**src/hdl/bol_pkg.sv**
```systemverilog
`timescale 1ns / 1ps
`default_nettype none

package bol_pkg;

  // default coordinate width of the line walker
  localparam int unsigned COORD_BITS_DEF = 12;

  typedef enum logic [0:0] {
    OP_START = 1'b0,
    OP_STEP  = 1'b1
  } op_e;

  // octant codes: the major axis is x for first and eighth, y for second and seventh
  typedef enum logic [1:0] {
    OCT_FIRST   = 2'd0,
    OCT_SECOND  = 2'd1,
    OCT_EIGHTH  = 2'd2,
    OCT_SEVENTH = 2'd3
  } octant_e;

endpackage

`default_nettype wire

```
**src/hdl/bol_in_if.sv**
```systemverilog
`timescale 1ns / 1ps
`default_nettype none

interface bol_in_if #(
  parameter int unsigned COORD_BITS = bol_pkg::COORD_BITS_DEF
);
  logic                  valid;
  logic                  ready;
  logic                  opcode;
  logic [COORD_BITS-1:0] start_x;
  logic [COORD_BITS-1:0] start_y;
  logic [COORD_BITS-1:0] end_x;
  logic [COORD_BITS-1:0] end_y;
  logic [1:0]            octant;

  modport source (
    output valid, opcode, start_x, start_y, end_x, end_y, octant,
    input  ready
  );

  modport sink (
    input  valid, opcode, start_x, start_y, end_x, end_y, octant,
    output ready
  );
endinterface

`default_nettype wire

```
**src/hdl/bol_out_if.sv**
```systemverilog
`timescale 1ns / 1ps
`default_nettype none

interface bol_out_if #(
  parameter int unsigned COORD_BITS = bol_pkg::COORD_BITS_DEF
);
  logic                       valid;
  logic                       ready;
  logic [COORD_BITS-1:0]      pixel_x;
  logic [COORD_BITS-1:0]      pixel_y;
  logic signed [COORD_BITS:0] steps_left;
  logic signed [COORD_BITS:0] span;
  logic                       last_pixel;

  modport source (
    output valid, pixel_x, pixel_y, steps_left, span, last_pixel,
    input  ready
  );

  modport sink (
    input  valid, pixel_x, pixel_y, steps_left, span, last_pixel,
    output ready
  );
endinterface

`default_nettype wire

```
**src/hdl/bresenham_octant_line_stepper.sv**
```systemverilog
`timescale 1ns / 1ps
`default_nettype none

// Integer line walker for the first, second, eighth and seventh octants.
// Input channel in_i: a start transaction (opcode 0) loads both endpoints and
// the octant and gives no pixel; a step transaction (opcode 1) emits the
// current pixel on out_o and advances the walker by one major-axis position.
// The end point is never emitted; the pixel before it carries last_pixel.
// A step while no line is in progress is taken and dropped, and a start
// during a line abandons it.
// Output: a pixel is registered and appears on out_o in the cycle after its step transaction.
// Throughput: one transaction per cycle while in_i.ready is high; the step
// datapath is two adds on the error term, walker registers to output register.
// Stalls: the output register holds its pixel while out_o.ready is low, and
// in_i.ready drops only while that register is full and not being taken.
// Reset: the walker is idle and the output register is empty.
module bresenham_octant_line_stepper #(
  parameter int unsigned COORD_BITS = bol_pkg::COORD_BITS_DEF
) (
  input  wire logic clk_i,
  input  wire logic rst_ni,
  bol_in_if.sink    in_i,
  bol_out_if.source out_o
);

  localparam int unsigned CW = COORD_BITS;
  localparam int unsigned DW = COORD_BITS + 1;
  localparam int unsigned TW = COORD_BITS + 2;
  localparam int unsigned EW = COORD_BITS + 3;

  // walker state
  logic [CW-1:0]    cur_x_q, cur_x_d;
  logic [CW-1:0]    cur_y_q, cur_y_d;
  logic [CW-1:0]    goal_x_q, goal_x_d;
  logic [CW-1:0]    goal_y_q, goal_y_d;
  logic [EW-1:0]    err_q, err_d;
  logic [TW-1:0]    tdx_q, tdx_d;
  logic [TW-1:0]    tdy_q, tdy_d;
  bol_pkg::octant_e mode_q, mode_d;
  logic             busy_q, busy_d;

  // output register
  logic             out_valid_q, out_valid_d;
  logic [CW-1:0]    px_q, px_d;
  logic [CW-1:0]    py_q, py_d;
  logic [DW-1:0]    steps_q, steps_d;
  logic [DW-1:0]    span_q, span_d;
  logic             last_q, last_d;

  logic             in_acc;
  logic             is_step;
  logic             do_step;
  logic [DW-1:0]    load_dx;
  logic [DW-1:0]    load_dy;
  bol_pkg::octant_e load_mode;
  logic [CW-1:0]    st_x, st_y;
  logic [EW-1:0]    st_err;
  logic [DW-1:0]    st_steps, st_span;
  logic             active_d;
  logic             active_q;

  assign in_i.ready = !out_valid_q || out_o.ready;
  assign in_acc     = in_i.valid && in_i.ready;
  assign is_step    = (in_i.opcode == bol_pkg::OP_STEP);
  assign do_step    = in_acc && is_step && busy_q;
  assign load_mode  = bol_pkg::octant_e'(in_i.octant);
  assign load_dx    = {1'b0, in_i.end_x} - {1'b0, in_i.start_x};
  assign load_dy    = {1'b0, in_i.end_y} - {1'b0, in_i.start_y};

  bol_step #(
    .COORD_BITS (COORD_BITS)
  ) u_step (
    .mode_i    (mode_q),
    .cur_x_i   (cur_x_q),
    .cur_y_i   (cur_y_q),
    .goal_x_i  (goal_x_q),
    .goal_y_i  (goal_y_q),
    .err_i     (err_q),
    .tdx_i     (tdx_q),
    .tdy_i     (tdy_q),
    .nxt_x_o   (st_x),
    .nxt_y_o   (st_y),
    .nxt_err_o (st_err),
    .steps_o   (st_steps),
    .span_o    (st_span)
  );

  always_comb begin
    cur_x_d  = cur_x_q;
    cur_y_d  = cur_y_q;
    goal_x_d = goal_x_q;
    goal_y_d = goal_y_q;
    err_d    = err_q;
    tdx_d    = tdx_q;
    tdy_d    = tdy_q;
    mode_d   = mode_q;
    if (in_acc && !is_step) begin
      cur_x_d  = in_i.start_x;
      cur_y_d  = in_i.start_y;
      goal_x_d = in_i.end_x;
      goal_y_d = in_i.end_y;
      tdx_d    = {load_dx, 1'b0};
      tdy_d    = {load_dy, 1'b0};
      mode_d   = load_mode;
      if (load_mode == bol_pkg::OCT_SECOND || load_mode == bol_pkg::OCT_SEVENTH) begin
        err_d = {{2{load_dy[DW-1]}}, load_dy};
      end else begin
        err_d = {{2{load_dx[DW-1]}}, load_dx};
      end
    end else if (do_step) begin
      cur_x_d = st_x;
      cur_y_d = st_y;
      err_d   = st_err;
    end
  end

  // loop condition on the next walker state
  always_comb begin
    unique case (mode_d)
      bol_pkg::OCT_SECOND:  active_d = cur_y_d < goal_y_d;
      bol_pkg::OCT_SEVENTH: active_d = cur_y_d > goal_y_d;
      default:              active_d = cur_x_d < goal_x_d;
    endcase
  end

  assign busy_d = (in_acc && (!is_step || busy_q)) ? active_d : busy_q;

  always_comb begin
    out_valid_d = out_valid_q && !out_o.ready;
    px_d        = px_q;
    py_d        = py_q;
    steps_d     = steps_q;
    span_d      = span_q;
    last_d      = last_q;
    if (do_step) begin
      out_valid_d = 1'b1;
      px_d        = cur_x_q;
      py_d        = cur_y_q;
      steps_d     = st_steps;
      span_d      = st_span;
      last_d      = !active_d;
    end
  end

  always_ff @(posedge clk_i or negedge rst_ni) begin
    if (!rst_ni) begin
      cur_x_q     <= '0;
      cur_y_q     <= '0;
      goal_x_q    <= '0;
      goal_y_q    <= '0;
      err_q       <= '0;
      tdx_q       <= '0;
      tdy_q       <= '0;
      mode_q      <= bol_pkg::OCT_FIRST;
      busy_q      <= 1'b0;
      out_valid_q <= 1'b0;
    end else begin
      cur_x_q     <= cur_x_d;
      cur_y_q     <= cur_y_d;
      goal_x_q    <= goal_x_d;
      goal_y_q    <= goal_y_d;
      err_q       <= err_d;
      tdx_q       <= tdx_d;
      tdy_q       <= tdy_d;
      mode_q      <= mode_d;
      busy_q      <= busy_d;
      out_valid_q <= out_valid_d;
    end
  end

  always_ff @(posedge clk_i) begin
    px_q    <= px_d;
    py_q    <= py_d;
    steps_q <= steps_d;
    span_q  <= span_d;
    last_q  <= last_d;
  end

  assign out_o.valid      = out_valid_q;
  assign out_o.pixel_x    = px_q;
  assign out_o.pixel_y    = py_q;
  assign out_o.steps_left = steps_q;
  assign out_o.span       = span_q;
  assign out_o.last_pixel = last_q;

  // loop condition on the current state, for checking only
  always_comb begin
    unique case (mode_q)
      bol_pkg::OCT_SECOND:  active_q = cur_y_q < goal_y_q;
      bol_pkg::OCT_SEVENTH: active_q = cur_y_q > goal_y_q;
      default:              active_q = cur_x_q < goal_x_q;
    endcase
  end

  a_busy_means_active: assert property (@(posedge clk_i) disable iff (!rst_ni)
    busy_q |-> active_q)
    else $error("walker busy with a finished line");

  a_step_gives_pixel: assert property (@(posedge clk_i) disable iff (!rst_ni)
    do_step |=> out_valid_q)
    else $error("step transaction on a live line gave no pixel");

  a_idle_step_silent: assert property (@(posedge clk_i) disable iff (!rst_ni)
    (in_acc && is_step && !busy_q) |=> !out_valid_q)
    else $error("step transaction while idle produced a pixel");

  a_start_silent: assert property (@(posedge clk_i) disable iff (!rst_ni)
    (in_acc && !is_step) |=> !out_valid_q)
    else $error("start transaction produced a pixel");

endmodule

`default_nettype wire

```
**src/hdl/bol_step.sv**
```systemverilog
`timescale 1ns / 1ps
`default_nettype none

// one walker step: pixel report values and the advanced point and error
module bol_step #(
  parameter int unsigned COORD_BITS = bol_pkg::COORD_BITS_DEF
) (
  input  wire bol_pkg::octant_e        mode_i,
  input  wire logic [COORD_BITS-1:0]   cur_x_i,
  input  wire logic [COORD_BITS-1:0]   cur_y_i,
  input  wire logic [COORD_BITS-1:0]   goal_x_i,
  input  wire logic [COORD_BITS-1:0]   goal_y_i,
  input  wire logic [COORD_BITS+2:0]   err_i,
  input  wire logic [COORD_BITS+1:0]   tdx_i,
  input  wire logic [COORD_BITS+1:0]   tdy_i,
  output logic      [COORD_BITS-1:0]   nxt_x_o,
  output logic      [COORD_BITS-1:0]   nxt_y_o,
  output logic      [COORD_BITS+2:0]   nxt_err_o,
  output logic      [COORD_BITS:0]     steps_o,
  output logic      [COORD_BITS:0]     span_o
);

  localparam int unsigned CW = COORD_BITS;
  localparam int unsigned EW = COORD_BITS + 3;

  logic [EW-1:0] tdx_ext;
  logic [EW-1:0] tdy_ext;
  logic [EW-1:0] e_minor;
  logic [EW-1:0] e_major;
  logic          minor_step;
  logic          major_is_x;
  logic [CW-1:0] one_c;

  assign one_c      = {{(CW-1){1'b0}}, 1'b1};
  assign tdx_ext    = {tdx_i[CW+1], tdx_i};
  assign tdy_ext    = {tdy_i[CW+1], tdy_i};
  assign major_is_x = (mode_i == bol_pkg::OCT_FIRST) || (mode_i == bol_pkg::OCT_EIGHTH);

  always_comb begin
    if (major_is_x) begin
      steps_o = {1'b0, goal_x_i} - {1'b0, cur_x_i};
      span_o  = tdx_i[CW+1:1];
    end else begin
      steps_o = {1'b0, goal_y_i} - {1'b0, cur_y_i};
      span_o  = tdy_i[CW+1:1];
    end
  end

  always_comb begin
    nxt_x_o = cur_x_i;
    nxt_y_o = cur_y_i;
    e_minor = err_i;
    e_major = err_i;
    minor_step = 1'b0;
    unique case (mode_i)
      bol_pkg::OCT_FIRST: begin
        e_minor    = err_i - tdy_ext;
        e_major    = e_minor + tdx_ext;
        minor_step = e_minor[EW-1];
        nxt_x_o    = cur_x_i + one_c;
        if (minor_step) nxt_y_o = cur_y_i + one_c;
      end
      bol_pkg::OCT_SECOND: begin
        e_minor    = err_i - tdx_ext;
        e_major    = e_minor + tdy_ext;
        minor_step = e_minor[EW-1];
        nxt_y_o    = cur_y_i + one_c;
        if (minor_step) nxt_x_o = cur_x_i + one_c;
      end
      bol_pkg::OCT_EIGHTH: begin
        e_minor    = err_i + tdy_ext;
        e_major    = e_minor + tdx_ext;
        minor_step = e_minor[EW-1];
        nxt_x_o    = cur_x_i + one_c;
        if (minor_step) nxt_y_o = cur_y_i - one_c;
      end
      bol_pkg::OCT_SEVENTH: begin
        e_minor    = err_i + tdx_ext;
        e_major    = e_minor + tdy_ext;
        // seventh octant steps the minor axis on a strictly positive error
        minor_step = !e_minor[EW-1] && (e_minor != '0);
        nxt_y_o    = cur_y_i - one_c;
        if (minor_step) nxt_x_o = cur_x_i + one_c;
      end
      default: begin
        minor_step = 1'b0;
      end
    endcase
    nxt_err_o = minor_step ? e_major : e_minor;
  end

endmodule

`default_nettype wire

```
**src/flat_wrapper.sv**
```systemverilog
// flat-port wrapper written by rule: the top's interface ports become plain ports
module bresenham_octant_line_stepper_flat 
#(
  parameter int unsigned COORD_BITS = bol_pkg::COORD_BITS_DEF
)
  (clk_i, rst_ni, in_i_valid, in_i_opcode, in_i_start_x, in_i_start_y, in_i_end_x, in_i_end_y, in_i_octant, in_i_ready, out_o_valid, out_o_pixel_x, out_o_pixel_y, out_o_steps_left, out_o_span, out_o_last_pixel, out_o_ready);
  bol_in_if #(.COORD_BITS(COORD_BITS)) in_i_i ();
  bol_out_if #(.COORD_BITS(COORD_BITS)) out_o_i ();
  input  wire logic clk_i;
  input  wire logic rst_ni;
  input wire logic [$bits(in_i_i.valid)-1:0] in_i_valid;
  input wire logic [$bits(in_i_i.opcode)-1:0] in_i_opcode;
  input wire logic [$bits(in_i_i.start_x)-1:0] in_i_start_x;
  input wire logic [$bits(in_i_i.start_y)-1:0] in_i_start_y;
  input wire logic [$bits(in_i_i.end_x)-1:0] in_i_end_x;
  input wire logic [$bits(in_i_i.end_y)-1:0] in_i_end_y;
  input wire logic [$bits(in_i_i.octant)-1:0] in_i_octant;
  output wire logic [$bits(in_i_i.ready)-1:0] in_i_ready;
  output wire logic [$bits(out_o_i.valid)-1:0] out_o_valid;
  output wire logic [$bits(out_o_i.pixel_x)-1:0] out_o_pixel_x;
  output wire logic [$bits(out_o_i.pixel_y)-1:0] out_o_pixel_y;
  output wire logic [$bits(out_o_i.steps_left)-1:0] out_o_steps_left;
  output wire logic [$bits(out_o_i.span)-1:0] out_o_span;
  output wire logic [$bits(out_o_i.last_pixel)-1:0] out_o_last_pixel;
  input wire logic [$bits(out_o_i.ready)-1:0] out_o_ready;
  assign in_i_i.valid = in_i_valid;
  assign in_i_i.opcode = in_i_opcode;
  assign in_i_i.start_x = in_i_start_x;
  assign in_i_i.start_y = in_i_start_y;
  assign in_i_i.end_x = in_i_end_x;
  assign in_i_i.end_y = in_i_end_y;
  assign in_i_i.octant = in_i_octant;
  assign in_i_ready = in_i_i.ready;
  assign out_o_valid = out_o_i.valid;
  assign out_o_pixel_x = out_o_i.pixel_x;
  assign out_o_pixel_y = out_o_i.pixel_y;
  assign out_o_steps_left = out_o_i.steps_left;
  assign out_o_span = out_o_i.span;
  assign out_o_last_pixel = out_o_i.last_pixel;
  assign out_o_i.ready = out_o_ready;
  bresenham_octant_line_stepper #(.COORD_BITS(COORD_BITS)) u_core (.clk_i(clk_i), .rst_ni(rst_ni), .in_i(in_i_i), .out_o(out_o_i));
endmodule
```
**config.mk**
```make
export PLATFORM = sky130hd
export DESIGN_NAME = bresenham_octant_line_stepper_flat
export DESIGN_NICKNAME = d
export VERILOG_FILES = /design/src/hdl/bol_pkg.sv /design/src/hdl/bol_in_if.sv /design/src/hdl/bol_out_if.sv /design/src/hdl/bresenham_octant_line_stepper.sv /design/src/hdl/bol_step.sv /design/src/flat_wrapper.sv
export SDC_FILE = /design/constraint.sdc
export NUM_CORES = 1
export LEC_CHECK = 0
export ABC_AREA = 1
export BUFFER_PORTS_ARGS = -buffer_cell sky130_fd_sc_hd__buf_2
export CAP_MARGIN = 25
export CELL_PAD_IN_SITES_DETAIL_PLACEMENT = 2
export CELL_PAD_IN_SITES_GLOBAL_PLACEMENT = 2
export CORE_ASPECT_RATIO = 0.8
export CORE_MARGIN = 4
export CORE_UTILIZATION = 38
export DETAILED_ROUTE_END_ITERATION = 12
export HOLD_SLACK_MARGIN = 0.1
export PLACE_DENSITY = 0.87
export SLEW_MARGIN = 40
export SYNTH_ARGS = -nofsm -noshare
export SYNTH_HDL_FRONTEND = slang
export SYNTH_HIERARCHICAL = 1
export SYNTH_SLANG_ARGS = --single-unit
```
**constraint.sdc**
```tcl
create_clock -name clk_i -period 5.5 [get_ports clk_i]
set_input_delay 0.55 -clock clk_i [delete_from_list [all_inputs] [get_ports clk_i]]
set_output_delay 0.55 -clock clk_i [all_outputs]
set_load 0.1 [all_outputs]
```
==> impl_metrics.csv, run 1 <==
group,metric,value,unit
outcome,status,"finished, final reports clean",
clock_network,cts-hold-fix-buffers,1,
clock_network,max-clock-path-buffers,2,
layout,antenna_cells,0,
floorplan,coreArea,38700,um^2
layout,seq_area,3860,um^2
clock_network,cts_sinks,144,
route,avgRoutedWirePerCell,26.3,um
setup_path,cpLargestDelayFamily,"simple AND/OR/NAND/NOR gates",
setup_path,crit_slowest_cell,"dfrtp_1",
sta,worst_slew_pin_slew,0.840,ns
power_and_ir_drop,p_leak,8.48,nW
sta,fin_skew,0.0148,ns
clock_network,htree_levels,4,
synthesis,synth_seq_cells,144,
power_and_ir_drop,switchingPower,7.87,mW
sta,maxSlewHeadroom,44.0,%
synthesis,synthMostInstantiatedCell,"nand2_1",
synthesis,yosys_warnings,6,
route,antenna_left,0,
route,vias,16500,
grt,grt_use_met3,5.69,%
layout,multi_input_area,9770,um^2
synthesis,synth.distinct_cells,63,
worst_hold_path,hp-start,"in_i_start_x[0]",
clock_network,root_buffer,"clkbuf_16",
setup_path,worst-path-buf-inv,4,
setup_path,r2r-start,"u_core/tdy_q[13]",
job,cap_violations,0,
clock_network,cts_resized,0,
clock_network,cts_tree,"done",
route,dr.pass1.iters,6,
placement,gp_congestion,0.953,
clock_network,clk_pin_slew_worst_paths,0.07,ns
layout,fin_nets,2483,
power_and_ir_drop,vdd_ir_drop_max,0.000281,V
synthesis,yosys.area.top_type,"dfrtp_1",
power_and_ir_drop,clock_power_share,9.6,%
sta,maxSlewViolCount,0,
setup_path,critPathKind,"reg -> reg",
grt,grt_overflow,0,
setup_path,endpoint_kind,"flop",
sta,fin_setup_tns,0,ns
sta,final.period_utilization,92.9,%
layout,final_core_util,43.2,%
floorplan,fp-row-count,64,
grt,busiest_layer,"met2",
synthesis,synth_edf_count,51,
clock_network,numCtsBuffers,17,
synthesis,yosys-top-cells-count,"nand2_1 (564), inv_1 (273), nand3_1 (177)",
synthesis,synth_area_per_cell,6.97,um^2
clock_network,cts_setup_buffers,0,
sta,rsz0062_at_grt,"no",
layout,filler_cell_count,4656,
synthesis,synthesis.area,15100,um^2
power_and_ir_drop,switching_share,61.3,%
power_and_ir_drop,power_density,768,nW/um^2
placement,io_buffer_count,107,
sta,min_period,5.11,ns
layout,layout-drive-gt1-share,11.8,%
grt,use_met1,47.3,%
setup_path,cp_max_fo,7,
grt,grt_max_degree,56,
placement,hpwl,57400,um
route,vias_per_cell,5.90,
route,drc,0,
setup_path,cp_data_required_time,5.74,ns
clock_network,clk_latency,0.48,ns
grt,grt_use_met2,55.1,%
layout,syn_to_final_growth,11.0,%
grt,track_usage,34.1,%
worst_hold_path,worstHoldEndpoint,"u_core/cur_x_q[0]",
floorplan,ioPinCount,108,
sta,setup_viol,0,
grt,grt_first_pass_wirelength,111000,um
synthesis,ys_seq_area_share,25.6,%
grt,grt_pass1_vias,17800,
synthesis,synth_top_area_share,15.4,%
setup_path,arrival,5.34,ns
setup_path,reg2regPathDepth,25,
setup_path,worst-r2r-setup-slack,0.39,ns
power_and_ir_drop,seq_power_share,14.7,%
setup_path,cp_common_cell,"nand2_1",
floorplan,die_w,231,um
synthesis,synthTopCellsByArea,"dfrtp_1 (15%), nand2_1 (14%), ha_1 (13%)",
sta,hold_viol_final,0,
grt,antenna_found_initial,4,
floorplan,dieArea,42900,um^2
route,drt-total-wl,73600,um
floorplan,die_h,186,um
worst_hold_path,holdPathStages,3,
sta,fmax,196,MHz
setup_path,startpoint_type,"flop",
synthesis,synth-main-ff-cell,"dfrtp_1",
floorplan,start_util,39.0,%
synthesis,netlist_instances,2162,
setup_path,reg2reg_to,"u_core/out_o.last_pixel",
synthesis,synthArstFlopShare,64.6,%
worst_hold_path,min_path_type,"in -> reg",
route,drt_iter0_drc,1489,
power_and_ir_drop,intPower,4.97,mW
setup_path,critPathMaxStageDelay,0.56,ns
power_and_ir_drop,p_comb_share,75.7,%
[cells by family (layout without fill, tap and decap cells)]
logic type	after synthesis	in the layout	synth area share, %
AO/OA/AOI/OAI	425	425	16.3
XOR/XNOR	73	73	4.34
adder cells (fa/ha/maj)	171	171	14.7
buffers and inverters	356	459	9.72
flip-flops	144	144	25.6
multiplexers	2	2	0.133
other	1	6	0.0249
AND/OR/NAND/NOR	990	990	29.2
[stage by stage]
| step | hold WS (ns) | worst slack [ns] | cell area (um^2) | power [mW] | instances |
|---|---|---|---|---|---|
| 3_5_place_dp | 0.509 | 0.553 | 16100 | 11.1 | 2765 |
| 2_1_floorplan | 0.254 | 1.61 | 15100 | 8.12 | 2167 |
| 5_1_grt | 0.372 | 0.0776 | 16700 | 13.7 | 2798 |
| 6_report | 0.359 | 0.391 | 16700 | 12.8 | 2798 |
| 4_1_cts | 0.341 | 0.480 | 16700 | 12.5 | 2798 |
| 3_3_place_gp | 0.485 | 0.651 | 16100 | 10.6 | 2765 |
[worst register-to-register path: cells and delay by family (launching register included)]
kind	cells	cell delay (ns)
flip-flops	1	0.56
AND/OR/NAND/NOR	11	1.65
buffers and inverters	4	0.57
adder cells (fa/ha/maj)	2	0.75
AO/OA/AOI/OAI	8	1.35
[cells in the final DEF, fill, tap and decap left out, types with 7 or more instances in the layout]
cell type	instances
nand2_1	564
inv_1	273
nand3_1	177
ha_1	161
a21oi_1	155
o21ai_0	148
nor2_1	113
buf_2	106
dfrtp_1	92
xor2_1	55
edfxtp_1	51
or2_2	34
nand4_1	26
buf_4	24
clkbuf_16	17
o211ai_1	16
nor3_1	16
xnor2_1	16
inv_2	15
a22oi_1	14
nand3b_1	14
o21bai_1	11
a31oi_1	11
o21ai_1	10
a21o_1	10
fa_1	10
o2111ai_1	10
nor2_4	8
o22ai_1	8
nor2_2	7
nand2_2	7
[per-layer routing]
metal,vias to the layer above,part of all wire (%)
li1,7361,-
met5,-,0.018
met2,606,45
met4,2,2.6
met3,131,6.2
met1,8408,46
[layout make-up]
cell class	instances	share of cell area (%)
multi-input combinational	1667	58.4
sequential	144	23.1
clock buffer	18	2.63
timing repair buffer	133	4.50
clock inverter	14	0.801
inverter	294	6.64
tap	528	3.95
[power groups by stage]
stage	Clock, mW	Combinational, mW	Sequential [mW]
2_1_floorplan	0	6.03	2.09
3_3_place_gp	0	8.76	1.87
3_5_place_dp	0	9.24	1.90
4_1_cts	1.24	9.41	1.89
5_1_grt	1.29	10.5	1.93
6_report	1.23	9.72	1.89
[flip-flops by register name, indices dropped and copies added (netlist names)]
signal and cells:
u_core/tdy_q 13, u_core/cur_y_q 12, u_core/out_o.last_pixel 1, u_core/out_o.pixel_y 12, u_core/err_q 15, u_core/out_o.pixel_x 12, u_core/cur_x_q 12, u_core/tdx_q 13
u_core/out_o.valid 1, u_core/out_o.span 13, u_core/busy_q 1, u_core/goal_y_q 12, u_core/goal_x_q 12, u_core/out_o.steps_left 13, u_core/mode_q 2
[worst max path at each step]
stage	startpoint	cells past startpoint	slack, ns	to
finish	u_core/tdy_q[13]	25	0.39	u_core/out_o.last_pixel
global route	u_core/tdy_q[2]	25	0.08	u_core/out_o.last_pixel
CTS	u_core/tdy_q[1]	24	0.48	u_core/out_o.last_pixel
detailed placement	u_core/tdy_q[13]	25	0.55	u_core/out_o.last_pixel
global placement	u_core/tdy_q[1]	24	0.65	u_core/out_o.last_pixel
floorplan	u_core/out_o.valid	15	1.61	u_core/out_o.last_pixel
(Power assumes the default switching activity.)
==> run 2, diff against run 1 <==
Settings changed: RECOVER_POWER from default to 25.
==> impl_metrics.csv, run 2 (synthesis results as in run 1) <==
group,metric,value,unit
clock_network,cts_tree,"done",
clock_network,clk_pin_slew_worst_paths,0.07,ns
floorplan,coreArea,38700,um^2
placement,gp_congestion,0.953,
layout,final_common_cell,"nand2_1",
sta,maxSlewViolCount,56,
clock_network,max-clock-path-buffers,2,
sta,hold_viol_final,0,
placement,io_buffer_count,107,
sta,fin_setup_tns,0,ns
layout,filler_cell_count,4660,
layout,largest_register_ff_count,15,
grt,grt_pass1_vias,17800,
layout,design_area,16700,um^2
route,dr.pass1.iters,5,
sta,fin_skew,0.0142,ns
placement,dpl.cell_count,2765,
route,avgRoutedWirePerCell,26.3,um
floorplan,dieArea,42900,um^2
setup_path,cp_data_required_time,5.74,ns
grt,antenna_found_initial,4,
clock_network,htree_levels,4,
sta,min_period,5.12,ns
placement,dpl_cell_area,16100,um^2
outcome,status,"complete, but fails checks",
setup_path,cp_max_fo,7,
power_and_ir_drop,p_leak,8.48,nW
sta,maxSlewHeadroom,-162,%
setup_path,critPathKind,"reg -> reg",
grt,grt_first_pass_wirelength,111000,um
clock_network,cts_sinks,144,
power_and_ir_drop,power,12.8,mW
sta,setup_viol,0,
sta,final.period_utilization,93.1,%
power_and_ir_drop,vdd_ir_drop_max,0.000290,V
layout,layout.cells.non_filler,2798,
route,drt_iter0_drc,1511,
floorplan,start_util,39.0,%
clock_network,cts_setup_buffers,0,
route,drt-total-wl,73600,um
clock_network,cts_resized,0,
setup_path,worst-r2r-setup-slack,0.38,ns
grt,grt_overflow,0,
route,vias_per_cell,5.89,
outcome,violations,"max-capacitance violations, max-slew violations",
setup_path,arrival,5.36,ns
layout,antenna_cells,0,
sta,fmax,195,MHz
layout,layout_common_cells,"nand2_1 (564), inv_1 (273), nand3_1 (177)",
layout,largest-register,"u_core/err_q",
clock_network,clk_latency,0.48,ns
route,antenna_left,0,
job,cap_violations,1,
route,vias,16500,
sta,worst_slew_pin_slew,3.93,ns
layout,syn_to_final_growth,10.9,%
grt,track_usage,34.1,%
floorplan,fp-row-count,64,
floorplan,ioPinCount,108,
placement,pre_cts_slack,0.553,ns
power_and_ir_drop,power_density,768,nW/um^2
layout,fin_nets,2483,
sta,finalWorstSetupSlack,0.379,ns
layout,layout-drive-gt1-share,11.6,%
floorplan,die_w,231,um
setup_path,startpoint_type,"flop",
floorplan,die_h,186,um
clock_network,numCtsBuffers,17,
placement,hpwl,57400,um
clock_network,root_buffer,"clkbuf_16",
grt,grt_max_degree,56,
worst_hold_path,min_path_type,"in -> reg",
setup_path,endpoint_kind,"flop",
clock_network,cts-hold-fix-buffers,1,
sta,rsz0062_at_grt,"no",
route,drc,0,
run 2: cell count changes in the layout (fill, tap and decap cells not counted):
cell	change
dfrtp_2	-1
dfrtp_1	+1
buf_6	-1
clkbuf_1	+2
buf_4	-1
run 2: worst paths after layout:
| kind | from | depth (start not counted) | to |
|---|---|---|---|
| setup / recovery | u_core/tdy_q[13] | 25 | u_core/out_o.last_pixel |
| hold / removal | in_i_start_x[0] | 3 | u_core/cur_x_q[0] |
| setup reg to reg | u_core/tdy_q[13] | 25 | u_core/out_o.last_pixel |
| hold reg to reg | u_core/cur_x_q[10] | 0 | u_core/out_o.pixel_x[10] |
| max in group asynchronous | rst_ni | 2 | u_core/tdx_q[1] |
| min in group asynchronous | rst_ni | 2 | u_core/err_q[10] |
run 2: worst max-delay path, cell delays in order, from the launching register on:
cell and delay, ns:
dfrtp_1 0.56, inv_1 0.20, ha_1 0.46, nand2_1 0.11
nor2_1 0.25, inv_1 0.07, nor2_1 0.11, nand2_1 0.09
nand3_1 0.17, nand2_1 0.16, nor2_2 0.33, inv_1 0.24
a21oi_1 0.18, a21oi_1 0.07, o211ai_1 0.10, nand2_1 0.08
o211ai_1 0.20, ha_1 0.31, a21oi_1 0.13, nor2_1 0.06
a211oi_1 0.30, o211ai_1 0.22, o21ai_0 0.12, nand3b_1 0.18
nand2_1 0.14, inv_1 0.05
run 2: stage by stage:
stage	utilization [%]	hold slack (ns)
floorplan	-	0.254
global placement	41.7	0.485
detailed placement	41.7	0.509
CTS	43.2	0.341
global route	43.2	0.372
finish	43.2	0.359
run 2: report_power, final:
part	switching (mW)	internal, mW	leakage, nW
Sequential	0.434	1.46	1.57
Clock	0.590	0.641	0.266
Combinational	6.85	2.87	6.64
Total	7.87	4.97	8.48
run 2: layout make-up:
cell class / count / area [um^2] / area share [%]
clock buffers: 18 / 439 / 2.63
flip-flops and latches: 144 / 3860 / 23.1
clock inverters: 14 / 134 / 0.801
repair buffers: 133 / 741 / 4.43
well taps: 528 / 661 / 3.95
inverters: 294 / 1110 / 6.64
multi-input cells: 1667 / 9770 / 58.5
run 2: routing by layer:
metal,track usage (%),vias to the layer above,wire length [um]
met5,0,-,13
li1,-,7356,-
met3,5.69,120,4620
met2,55.1,606,33100
met4,9.74,2,1830
met1,47.3,8385,34000
==> run 3, diff against run 2 <==
Settings changed: ABC_AREA 1 to default, CORE_UTILIZATION 38 to 41, PLACE_DENSITY 0.87 to 0.88.
==> impl_metrics.csv, run 3 <==
group,metric,value,unit
outcome,status,"complete, but fails checks",
outcome,violations,"max-capacitance violations, max-slew violations, negative setup slack",
setup_path,startpoint_type,"flop",
setup_path,path_cells,"inv_2 -> ha_4 -> or2_4 -> a221o_2 -> buf_4 -> a21oi_2 -> o31ai_1 -> xnor2_1 -> nand2_1 -> o2bb2ai_4 -> o21ai_2 -> buf_6 -> nor3_1 -> xnor2_1 -> o22ai_1 -> a21oi_2 -> ha_4 -> nand4_1 -> a2111oi_4 -> a21oi_2 -> buf_4 -> a311oi_4 -> a21oi_2",
worst_hold_path,holdPathStages,3,
setup_path,cp_max_fo,7,
clock_network,numCtsBuffers,17,
layout,largest-register,"u_core/err_q",
synthesis,synth_top_area_share,16.4,%
grt,track_usage,38.9,%
setup_path,endpoint_kind,"flop",
placement,hpwl,52300,um
floorplan,fp-row-count,60,
worst_hold_path,min_path_type,"in -> reg",
grt,grt_first_pass_wirelength,112000,um
synthesis,synth.distinct_cells,91,
sta,fmax,170,MHz
synthesis,synth_edf_count,51,
grt,grt_pass1_vias,17200,
setup_path,crit_slowest_cell,"dfrtp_1",
setup_path,critPathKind,"reg -> reg",
floorplan,coreArea,33900,um^2
synthesis,synthMostInstantiatedCell,"ha_1",
synthesis,synthesis.area,14200,um^2
floorplan,die_h,174,um
synthesis,yosys-top-cells-count,"ha_1 (161), nand2_1 (153), nor2_1 (153)",
grt,grt_max_degree,58,
route,vias_per_cell,6.90,
route,drc,0,
synthesis,synthArstFlopShare,64.6,%
clock_network,cts_sinks,144,
synthesis,synth_area_per_cell,8.38,um^2
floorplan,ioPinCount,108,
sta,final.period_utilization,107,%
synthesis,synthTopCellsByArea,"dfrtp_1 (16%), ha_1 (14%), edfxtp_1 (11%)",
synthesis,ys_seq_area_share,27.2,%
route,met1_length,30700,um
placement,io_buffer_count,107,
route,drt_iter0_drc,2119,
layout,fin_nets,2094,
floorplan,die_w,216,um
layout,layout-drive-gt1-share,19.3,%
clock_network,cts_tree,"done",
setup_path,cp_data_required_time,5.86,ns
route,drt-total-wl,83300,um
sta,hold_viol_final,0,
floorplan,start_util,41.9,%
synthesis,yosys.area.top_type,"dfrtp_1",
route,avgRoutedWirePerCell,35.5,um
sta,rsz0062_at_grt,"yes",
layout,layout_common_cells,"nand2_1 (153), ha_1 (151), inv_1 (149), nor2_1 (149), o21ai_0 (109)",
layout,largest_register_ff_count,15,
route,highest_layer,"met4",
layout,filler_cell_count,3610,
route,antenna_left,0,
sta,finalWorstSetupSlack,-0.368,ns
setup_path,worst-path-buf-inv,4,
clock_network,clk_latency,0.49,ns
setup_path,critPathMaxStageDelay,0.45,ns
synthesis,yosys_warnings,6,
sta,fin_setup_tns,-0.976,ns
setup_path,cp_common_cell,"a21oi_2",
sta,maxSlewHeadroom,-71.9,%
setup_path,crit_start,"u_core/tdx_q[5]",
synthesis,synth-main-ff-cell,"dfrtp_1",
floorplan,dieArea,37700,um^2
grt,grt_overflow,0,
route,dr.pass1.iters,5,
layout,syn_to_final_growth,19.5,%
route,vias,16200,
clock_network,root_buffer,"clkbuf_16",
sta,min_period,5.87,ns
sta,maxSlewViolCount,38,
synthesis,netlist_instances,1694,
grt,antenna_found_initial,2,
sta,holdWs,0.356,ns
route,wl_met3,7450,um
placement,gp_congestion,0.904,
layout,final_common_cell,"nand2_1",
clock_network,max-clock-path-buffers,2,
sta,setup_viol,3,
clock_network,clk_pin_slew_worst_paths,0.08,ns
setup_path,arrival,6.23,ns
setup_path,path_depth,23,
job,cap_violations,1,
sta,fin_skew,0.0206,ns
setup_path,r2r-start,"u_core/tdx_q[5]",
worst_hold_path,hp-start,"in_i_end_y[9]",
setup_path,cpLargestDelayFamily,"compound AO/OA/AOI/OAI gates",
sta,worst_slew_pin_slew,2.58,ns
clock_network,htree_levels,4,
synthesis,synth_seq_cells,144,
route,route.met2.wl,38500,um
setup_path,reg2regPathDepth,23,
## run 3: cell families (layout without fill, tap and decap cells)
| group | count (synthesis) | in the layout | synth area share, % |
|---|---|---|---|
| other cells | 1 | 8 | 0.0264 |
| fa+ha+maj | 171 | 171 | 15.6 |
| mux | 61 | 61 | 5.23 |
| simple gates | 504 | 504 | 16.7 |
| xor+xnor | 130 | 130 | 8.02 |
| compound gates | 466 | 466 | 21.3 |
| flops | 144 | 144 | 27.2 |
| buf+inv | 217 | 399 | 5.99 |
## run 3: final timing paths
| kind | to | slack [ns] |
|---|---|---|
| hold reg to reg | u_core/goal_y_q[9] | 0.55 |
| max in group asynchronous | u_core/tdx_q[4] | 2.32 |
| hold / removal | u_core/goal_y_q[9] | 0.36 |
| min in group asynchronous | u_core/cur_y_q[8] | 1.44 |
| setup reg to reg | u_core/busy_q | -0.37 |
| setup / recovery | u_core/busy_q | -0.37 |
## run 3: routing by layer
| layer | up-vias | track usage [%] |
|---|---|---|
| met5 | - | 0 |
| met4 | 0 | 19.5 |
| met3 | 475 | 9.84 |
| met2 | 1189 | 65.6 |
| met1 | 8151 | 46.1 |
| li1 | 6392 | - |
## run 3: cell type report
cell class,count,area (um^2),share of cell area [%]
Multi-Input combinational cell,1338,9980,58.9
Antenna cell,2,5.00,0.0295
Clock inverter,13,164,0.966
Sequential cell,144,3870,22.8
Timing Repair Buffer,209,1330,7.86
Clock buffer,19,433,2.55
Tap cell,465,582,3.43
Inverter,158,593,3.50
## run 3: worst min-delay path, stage by stage
cell and delay (ns):
buf_2 0.11, mux2i_1 0.09, inv_1 0.06
## run 3: per-stage QoR
step	utilization, %	std cells	cell area [um^2]	setup slack, ns
5_1_grt	50.1	2348	17000	-0.410
4_1_cts	48.7	2329	16500	0.00128
3_5_place_dp	46.4	2292	15700	-0.224
2_1_floorplan	-	1699	14200	0.882
6_report	50.1	2348	17000	-0.368
3_3_place_gp	46.4	2292	15700	0.0890
## run 3: timing repair
| item | in CTS | in global routing |
|---|---|---|
| hold buffers | 1 | 0 |
| pin swaps | 3 | 30 |
| gates resized for setup | 26 | 70 |
| setup endpoints to repair | 2 | 3 |
| setup buffers | 4 | 16 |
| hold endpoints to repair | 36 | 0 |
Power of run 3 is not shown: default switching activity piles up to over one toggle a cycle in this logic, so the estimate is an artifact.
